<file path="config.mk">
export PLATFORM = sky130hd
export DESIGN_NAME = cau_cell
export DESIGN_NICKNAME = d
export VERILOG_FILES = /design/src/rtl/complex_arithmetic_unit_defines.svh /design/src/rtl/cau_pkg.sv /design/src/rtl/cau_cell.sv
export SDC_FILE = /design/constraint.sdc
export NUM_CORES = 1
export LEC_CHECK = 0
export BUFFER_PORTS_ARGS = -buffer_cell sky130_fd_sc_hd__buf_4
export CAP_MARGIN = 15
export CORE_AREA = 2 2 261 263
export CTS_CLUSTER_DIAMETER = 200
export DETAILED_ROUTE_END_ITERATION = 8
export DIE_AREA = 0 0 263 265
export SLEW_MARGIN = 10
export SYNTH_ARGS = -nofsm -noshare
export SYNTH_HDL_FRONTEND = slang
export SYNTH_SLANG_ARGS = --single-unit
</file>
<file path="constraint.sdc">
create_clock -name clk -period 4.11 [get_ports clk]
set_clock_uncertainty 0.05 [all_clocks]
set_input_delay 0.411 -clock clk [delete_from_list [all_inputs] [get_ports clk]]
set_output_delay 0.411 -clock clk [all_outputs]
set_load 0.02 [all_outputs]
</file>
<file path="src/rtl/complex_arithmetic_unit_defines.svh">
// Assertion macros shared by the complex arithmetic unit RTL.
`ifndef COMPLEX_ARITHMETIC_UNIT_DEFINES_SVH
`define COMPLEX_ARITHMETIC_UNIT_DEFINES_SVH
`ifndef SYNTHESIS
`define CAU_ASSERT_IMP(lbl, ante, cons) \
  lbl: assert property (@(posedge clk) disable iff (rst) (ante) |-> (cons)) \
    else $error("complex_arithmetic_unit: check failed");
`define CAU_ASSERT_NXT(lbl, ante, cons) \
  lbl: assert property (@(posedge clk) disable iff (rst) (ante) |=> (cons)) \
    else $error("complex_arithmetic_unit: check failed");
`else
`define CAU_ASSERT_IMP(lbl, ante, cons)
`define CAU_ASSERT_NXT(lbl, ante, cons)
`endif
`endif

</file>
<file path="src/rtl/cau_pkg.sv">
// Types, codes and helper functions of the complex arithmetic unit.
package cau_pkg;

  localparam int QBITS = 33;

  typedef enum logic [1:0] {
    OP_ADD = 2'd0,
    OP_SUB = 2'd1,
    OP_MUL = 2'd2,
    OP_DIV = 2'd3
  } cau_op_t;

  typedef struct packed {
    logic [1:0]         op;
    logic signed [31:0] a_re;
    logic signed [31:0] a_im;
    logic signed [31:0] b_re;
    logic signed [31:0] b_im;
  } cau_in_t;

  typedef struct packed {
    logic signed [31:0] res_re;
    logic signed [31:0] res_im;
    logic               overflow;
    logic               div_zero;
  } cau_out_t;

  // One result part on its way down the divider chain.
  typedef struct packed {
    logic             neg;
    logic             big;
    logic [63:0]      rem;
    logic [QBITS-1:0] low;
    logic [QBITS-1:0] q;
  } cau_lane_t;

  // Everything one cell hands to its neighbor.
  typedef struct packed {
    logic        div;
    logic        dz;
    logic [63:0] d;
    cau_lane_t   re;
    cau_lane_t   im;
  } cau_cell_t;

  // One restoring division step: shift in the next dividend bit, subtract if it fits.
  function automatic cau_lane_t cau_div_step(cau_lane_t lane, logic [63:0] d);
    logic [64:0] rem2;
    logic        ge;
    cau_lane_t   r;
    rem2   = {lane.rem, lane.low[QBITS-1]};
    ge     = (rem2 >= {1'b0, d});
    r      = lane;
    r.rem  = ge ? 64'(rem2 - {1'b0, d}) : rem2[63:0];
    r.low  = {lane.low[QBITS-2:0], 1'b0};
    r.q    = {lane.q[QBITS-2:0], ge};
    return r;
  endfunction

  // Saturate a sign and magnitude to 32 bits; the top bit of the result is the overflow flag.
  function automatic logic [32:0] cau_sat(cau_lane_t lane);
    logic [32:0] r;
    if (lane.neg) begin
      if (lane.big || (lane.q > 33'h080000000)) begin
        r = {1'b1, 32'h80000000};
      end else begin
        r = {1'b0, 32'(-lane.q[31:0])};
      end
    end else begin
      if (lane.big || (lane.q[32:31] != 2'b00)) begin
        r = {1'b1, 32'h7FFFFFFF};
      end else begin
        r = {1'b0, lane.q[31:0]};
      end
    end
    return r;
  endfunction

endpackage

</file>
<file path="src/rtl/cau_cell.sv">
// One cell of the divider chain: one quotient bit for both result parts.
module cau_cell (
  input  logic               clk,
  input  logic               rst,
  input  logic               valid_in,
  input  cau_pkg::cau_cell_t data_in,
  output logic               valid_out,
  output cau_pkg::cau_cell_t data_out
);
  import cau_pkg::*;

  logic      active;
  cau_cell_t data_next;

  // Only a divide with a nonzero divisor steps; other items pass unchanged.
  assign active = data_in.div && !data_in.dz;

  always_comb begin
    data_next = data_in;
    if (active) begin
      data_next.re = cau_div_step(data_in.re, data_in.d);
      data_next.im = cau_div_step(data_in.im, data_in.d);
    end
  end

  always_ff @(posedge clk) begin
    if (rst) begin
      valid_out <= 1'b0;
    end else begin
      valid_out <= valid_in;
    end
  end

  always_ff @(posedge clk) begin
    data_out <= data_next;
  end

endmodule
</file>
# ---- After elaboration in Yosys (flattened, before gate mapping)
# Cells that the tools add are included.
dict set report totals {
  inputBits 333
  wordCells 25
  reg_bits 331
  output_inout_bits 331
}
dict set report op_classes {
  n_reduce_logical 2
  addsub 2
  order_cmp 2
  mux 3
}
# operator count
set ops {}
lappend ops {{262-bit two-way mux} 1}
lappend ops {{65-bit by 64-bit >= comparator with 1-bit output} 2}
lappend ops {{64-bit two-way mux} 2}
lappend ops {{64-bit subtractor} 2}
lappend ops {{1-bit logical AND} 1}
lappend ops {{1-bit zero test} 1}

# ---- Depth between registers and ports, before layout
# Gate-level depths: netlist of the first run.
dict set report depth {
  ltp_word 3
  ltp_mapped 17
  depth_no_buf 15
}

# ---- Least setup slack after synthesis of the first run
# Ideal clock, no wire load.
dict set report synth_path {
  kind {input port to flip-flop}
  start {in data_in[277] (netlist bit)}
  end {reg data_out[246] (netlist bit)}
  setup_ns 0.087
  arrival_time_ns 3.354
  required_ns 3.973
  n_path_buf 1
  path_slack_ns 0.619
  cell_stages 14
  cell_sequence {inv_1 -> ha_1 -> buf_6 -> a21o_1 -> a2111o_1 -> a2111oi_2 -> o31ai_2 -> a221oi_4 -> o32ai_2 -> a211oi_4 -> o31ai_1 -> a41o_1 -> xnor2_1 -> o31ai_1}
}
# element line
set synth_lines {}
lappend synth_lines {{start: declaration} cau_cell.sv:6} ;# input cau_pkg::cau_cell_t data_in,
lappend synth_lines {{end signal: assignment} cau_cell.sv:35} ;# data_out <= data_next;
lappend synth_lines {{end: declaration} cau_cell.sv:8} ;# output cau_pkg::cau_cell_t data_out

==> results.tsv, run 1 <==
stage	metric	value	unit
route	vias after detailed routing	21125	
setup_path	WP data required	4.57	ns
synth	Net Count, Synth	2913	
sta	final critical-path share of the clock period	0.971	
synth	Top FF cell, synth	dfxtp_1	
route	DRC Markers	0	
grt	gr usage total	0.241	
synth	FFs w/ async S/R, synth	0	
clock_network	Num CTS Buffers	40	
final_layout	total of fill cells in the finished design	6638	
sta	fmax	0.251	GHz
synth	Mapped Area	18700	sq um
clock_network	CTS root buf	clkbuf_16	
setup_path	Setup crit start kind	primary input	
final_layout	final core occ	0.448	
sta	worst rel slew slack	0.455	
hold_path	worst hold-check path type	in -> reg	
clock_network	H-tree Lvls	2	
floorplanning	num rows	95	
sta	post-route minimum period	3.99	ns
sta	Final Hold Vio Count	0	
sta	setup_tns	0	ns
final_layout	most frequent cells in the layout	buf_4 (793), nand2_1 (615), dfxtp_1 (331)	
synth	Post-synth EDFFs	0	
synth	unique cell type count in the Yosys netlist	75	
clock_network	CTS Buffer Depth	3	
route	DR iter-0 viols	1461	
final_layout	Area Overhead vs Synth	59.5	%
floorplanning	Top-Level Pins	664	
floorplanning	Die Ht	265	um
synth	Cells after Synth	2450	
power_and_ir_drop	Peak supply drop	0.000342	V
route	Detailed Route WL	87500	um
sta	actual slew at the worst max-slew pin	0.817	ns
final_layout	layout cell share with drive strength beyond 1	0.261	
sta	Final Worst Setup Slack	0.120	ns
setup_path	WS Path Type	in -> reg	
route	Antenna Nets Post-Route	0	
final_layout	final net count	3924	
grt	vias in the first global route	20952	
grt	first-pass GRT wire length	129000	um
hold_path	hold depth	3	
grt	initial antenna violation count	19	
synth	synthesized flop and latch total	331	
power_and_ir_drop	Static Leak	14.7	nW
route	first-pass detailed-route iteration total	5	
synth	Avg Synthesized Cell Area	7.65	sq um
hold_path	Hold EP	data_out[133]$_DFF_P_	
sta	Max Slew Vio Count	0	
clock_network	CTS Sinks	331	
hold_path	hold path startpoint	data_in[132]	
route	DR vias/cell	4.83	
power_and_ir_drop	Total Power	10.9	mW
floorplanning	die footprint	69700	sq um
setup_path	Crit path arrival time	4.45	ns
grt	maximum number of pins on one net before global-route repair	125	
sta	# setup viols final	0	
floorplanning	die width	263	um
floorplanning	core footprint	66800	sq um
final_layout	most common cell after layout, fill and taps aside	buf_4	
route	Avg WL per Cell	20.0	um
placement	gp weighted congestion	0.920	
job	Max-cap violations	0	
synth	Synth warnings	0	
clock_network	Post-CTS Setup Repair Bufs	0	
placement	post-placement worst setup slack	-0.216	ns
power_and_ir_drop	pwr dens	365	nW/um^2
status	status	finished clean	
setup_path	CP endpoint kind	flop	
placement	DP Wirelength	69500	um
placement	PortBufs	663	
setup_path	crit-path max FO	4	
floorplanning	Starting Density	0.281	
clock_network	CTS tree	yes	
clock_network	clk slew on worst S/H paths	0.06	ns
grt	GR Overflow Total	0	
synth	Seq/Total Area, Yosys	0.354	
-- logic make-up after synthesis --
logic type,count (synthesis),share of synthesized area
DFF,331,0.354
muxes,65,0.0349
xor gates and xnor gates,113,0.0528
and+or+nand+nor,908,0.204
AOI/OAI and AO/OA,666,0.218
adders and majority gates,130,0.0876
buffers and inverters,237,0.0489
-- state kept, by name (all words and copies together), names as in the netlist --
name and cells:
data_out 330, valid_out 1
-- report_power, final --
| group | leakage (nW) | internal [mW] | switching, mW |
|---|---|---|---|
| clock network | 0.645 | 2.03 | 1.54 |
| registers | 2.79 | 3.50 | 0.104 |
| logic | 11.3 | 1.68 | 2.05 |
| total | 14.7 | 7.21 | 3.69 |
-- routing by layer --
| metal | vias to the layer above | GRT usage | part of all wire |
|---|---|---|---|
| met2 | 769 | 0.414 | 0.48 |
| met5 | - | 0 | 0.0014 |
| met3 | 154 | 0.0601 | 0.074 |
| met4 | 22 | 0.0862 | 0.035 |
| li1 | 10453 | - | - |
| met1 | 9727 | 0.290 | 0.41 |
-- worst max-delay path: stages --
cell and delay, ns:
dlygate4sd3_1 0.57, buf_4 0.12, inv_1 0.07, ha_1 0.30, nand2_1 0.10, buf_4 0.16
nor2_1 0.11, or4b_1 0.51, a31oi_2 0.26, buf_4 0.18, a211oi_2 0.07, o21ai_2 0.21
a41oi_1 0.15, buf_4 0.18, o21a_1 0.23, or3_1 0.36, a21oi_1 0.26, o22a_1 0.22
-- synthesized netlist by cell type, drive strengths merged, types with 9 or more instances --
| library cell | n | area, sq um |
|---|---|---|
| a211oi | 15 | 125 |
| a21boi | 10 | 75.1 |
| a21o | 74 | 556 |
| a21oi | 209 | 1050 |
| a31oi | 13 | 81.3 |
| and2 | 11 | 68.8 |
| and3 | 17 | 106 |
| buf | 17 | 88.8 |
| clkbuf | 114 | 429 |
| dfxtp | 331 | 6630 |
| ha | 128 | 1600 |
| inv | 106 | 398 |
| mux2i | 62 | 621 |
| nand2 | 615 | 2310 |
| nand2b | 14 | 87.6 |
| nand3 | 38 | 190 |
| nand4 | 35 | 219 |
| nor2 | 108 | 405 |
| nor2b | 15 | 93.8 |
| nor3 | 22 | 110 |
| nor4 | 9 | 56.3 |
| o21a | 20 | 150 |
| o21ai | 218 | 1090 |
| o21bai | 30 | 225 |
| o31ai | 17 | 156 |
| xnor2 | 63 | 552 |
| xor2 | 50 | 438 |
-- repair_timing --
action,in CTS,in global routing
hold buffers,295,0
endpoints found under the hold margin,246,0
resized for setup,0,24
endpoints found under the setup margin,0,114
-- final cells by class --
class                   count  area [sq um]  area share
diodes                      7          17.5    0.000586
clock inverters            14           113     0.00377
multi-input cells        1882         11300       0.378
repair buffers           1100          9150       0.306
flip-flops and latches    331          6630       0.222
well taps                 873          1090      0.0365
clock buffers              59          1190      0.0399
inverters                 106           398      0.0133
-- worst max path at each step --
stage	from	to	slack, ns	cells past startpoint
floorplan	data_in[277]	data_out[246]$_DFF_P_	0.62	14
global placement	data_in[197]	data_out[254]$_DFF_P_	-0.20	18
detailed placement	data_in[197]	data_out[254]$_DFF_P_	-0.22	18
CTS	data_in[271]	data_out[253]$_DFF_P_	0.008	19
global route	data_in[265]	data_out[254]$_DFF_P_	-0.007	17
finish	data_in[275]	data_out[253]$_DFF_P_	0.12	18
-- metrics by stage --
| stage | instances | area, sq um | hold slack (ns) |
|---|---|---|---|
| floorplan | 2450 | 18700 | 0.389 |
| global placement | 3997 | 25500 | 0.466 |
| detailed placement | 3997 | 25500 | 0.467 |
| CTS | 4365 | 29800 | 0.000775 |
| global route | 4369 | 29900 | 0.0149 |
| finish | 4372 | 29900 | 0.0334 |
Note: power is estimated with default switching activity, not from simulation.
==> inputs of run 2 (changes only) <==
- HOLD_SLACK_MARGIN: not set -> 0.15
- clock period: 4.11 -> 3.7 ns (I/O delays scaled with it)
==> results.tsv, run 2 (same netlist as run 1, synthesis figures left out) <==
stage	metric	value	unit
status	status	finished clean	
setup_path	WS Path Type	in -> reg	
power_and_ir_drop	Total Power	12.7	mW
final_layout	Reg with most FFs	data_out	
route	DRC Markers	0	
route	first-pass detailed-route iteration total	5	
floorplanning	die width	263	um
final_layout	area occupied by multi-input gates	11400	sq um
final_layout	register area	6630	sq um
final_layout	most common cell after layout, fill and taps aside	buf_4	
grt	GR Overflow Total	0	
sta	Final Hold Vio Count	0	
clock_network	H-tree Lvls	2	
sta	post-route minimum period	3.65	ns
sta	hold_ws	0.237	ns
final_layout	top flop regs	data_out x330, valid_out x1	
power_and_ir_drop	pwr dens	393	nW/um^2
grt	initial antenna violation count	20	
sta	final critical-path share of the clock period	0.986	
setup_path	crit-path max FO	19	
floorplanning	Starting Density	0.281	
placement	gp weighted congestion	0.943	
clock_network	CTS Buffer Depth	3	
grt	maximum number of pins on one net before global-route repair	137	
sta	Max Slew Vio Count	0	
sta	setup_tns	0	ns
final_layout	fin area	32300	sq um
placement	post-placement worst setup slack	-0.692	ns
sta	worst rel slew slack	0.422	
hold_path	Hold EP	data_out[199]$_DFF_P_	
route	Detailed Route WL	91500	um
clock_network	clk slew on worst S/H paths	0.06	ns
hold_path	hold path startpoint	data_in[198]	
grt	gr usage total	0.248	
setup_path	Crit. Startpoint	data_in[308]	
job	Max-cap violations	0	
route	DR iter-0 viols	1284	
route	DR vias/cell	4.81	
placement	DP Wirelength	70200	um
setup_path	Crit path arrival time	4.04	ns
clock_network	Num CTS Buffers	41	
route	vias after detailed routing	22278	
floorplanning	core footprint	66800	sq um
clock_network	CTS Sinks	331	
clock_network	CTS tree	yes	
sta	actual slew at the worst max-slew pin	0.866	ns
setup_path	Setup crit start kind	primary input	
sta	# setup viols final	0	
power_and_ir_drop	Peak supply drop	0.000368	V
power_and_ir_drop	Static Leak	16.0	nW
setup_path	CP endpoint kind	flop	
final_layout	final net count	4178	
sta	Final Worst Setup Slack	0.0503	ns
sta	fmax	0.274	GHz
placement	DP Area	26600	sq um
clock_network	CTS root buf	clkbuf_16	
placement	PortBufs	663	
final_layout	most frequent cells in the layout	buf_4 (950), nand2_1 (614), dlygate4sd3_1 (391)	
route	Antenna Nets Post-Route	0	
final_layout	layout cell share with drive strength beyond 1	0.292	
floorplanning	die footprint	69700	sq um
hold_path	hold depth	4	
floorplanning	Die Ht	265	um
hold_path	worst hold-check path type	in -> reg	
final_layout	Area Overhead vs Synth	72.2	%
grt	vias in the first global route	22287	
route	Avg WL per Cell	19.8	um
setup_path	WP data required	4.09	ns
final_layout	total of fill cells in the finished design	6350	
floorplanning	num rows	95	
grt	first-pass GRT wire length	134000	um
floorplanning	Top-Level Pins	664	
final_layout	max reg flops	330	
[run 2: cell types whose count changed in the layout (fill, tap and decap cells not counted), moves of 4 or more]
cell	delta
a21oi_2	+4
clkbuf_16	+4
o21ai_0	-6
clkbuf_8	-6
buf_4	+157
diode_2	+4
ha_1	-5
o21ai_1	+8
a21oi_1	-4
dlygate4sd3_1	+96
[run 2: repair_timing]
item	4_1_cts	5_1_grt
endpoints found under the hold margin	331	0
pin swaps	0	9
setup buffers	0	6
hold buffers	391	0
cloned	0	2
gates resized for setup	1	54
setup endpoints to repair	2	93
[run 2: cell type report]
cell class,count,area share
well taps,873,0.0339
flip-flops and latches,331,0.205
inverters,106,0.0123
clock buffers,52,0.0356
repair buffers,1353,0.350
clock inverters,22,0.00745
diodes,11,0.000853
multi-input cells,1882,0.354
[run 2: critical path: stages]
cell and delay [ns]:
dlygate4sd3_1 0.55, buf_4 0.14, inv_1 0.13, ha_1 0.34, a21oi_2 0.22, o21ai_1 0.11
buf_4 0.14, a32oi_1 0.17, and3_1 0.21, a21o_1 0.17, o41ai_4 0.11, a21o_1 0.24
o31ai_4 0.25, buf_4 0.18, buf_4 0.14, clkbuf_16 0.21, a21oi_1 0.09, o22a_1 0.25
[run 2: how the worst max path moves through the flow]
stage / endpoint / slack [ns] / cells after the start
after floorplan: data_out[246]$_DFF_P_ / 0.25 / 14
after global placement: data_out[253]$_DFF_P_ / -0.72 / 16
after detailed placement: data_out[261]$_DFF_P_ / -0.69 / 16
after CTS: data_out[119]$_DFF_P_ / 0.007 / 14
after global routing: data_out[201]$_DFF_P_ / -0.03 / 16
final: data_out[253]$_DFF_P_ / 0.05 / 18
[run 2: through the flow]
step,utilization,std cells
after floorplan,-,2450
after global placement,0.398,4146
after detailed placement,0.398,4146
after CTS,0.478,4611
after global routing,0.483,4626
final,0.483,4630
[run 2: metal layers]
| layer | share of wire | global-route usage |
|---|---|---|
| met5 | 0.0013 | 0 |
| met1 | 0.41 | 0.294 |
| met3 | 0.068 | 0.0584 |
| met4 | 0.036 | 0.0897 |
| met2 | 0.49 | 0.435 |
[run 2: power breakdown]
group | internal, mW | leakage (nW) | switching, mW
logic | 2.11 | 12.5 | 2.37
clock network | 2.44 | 0.679 | 1.76
registers | 3.88 | 2.79 | 0.120
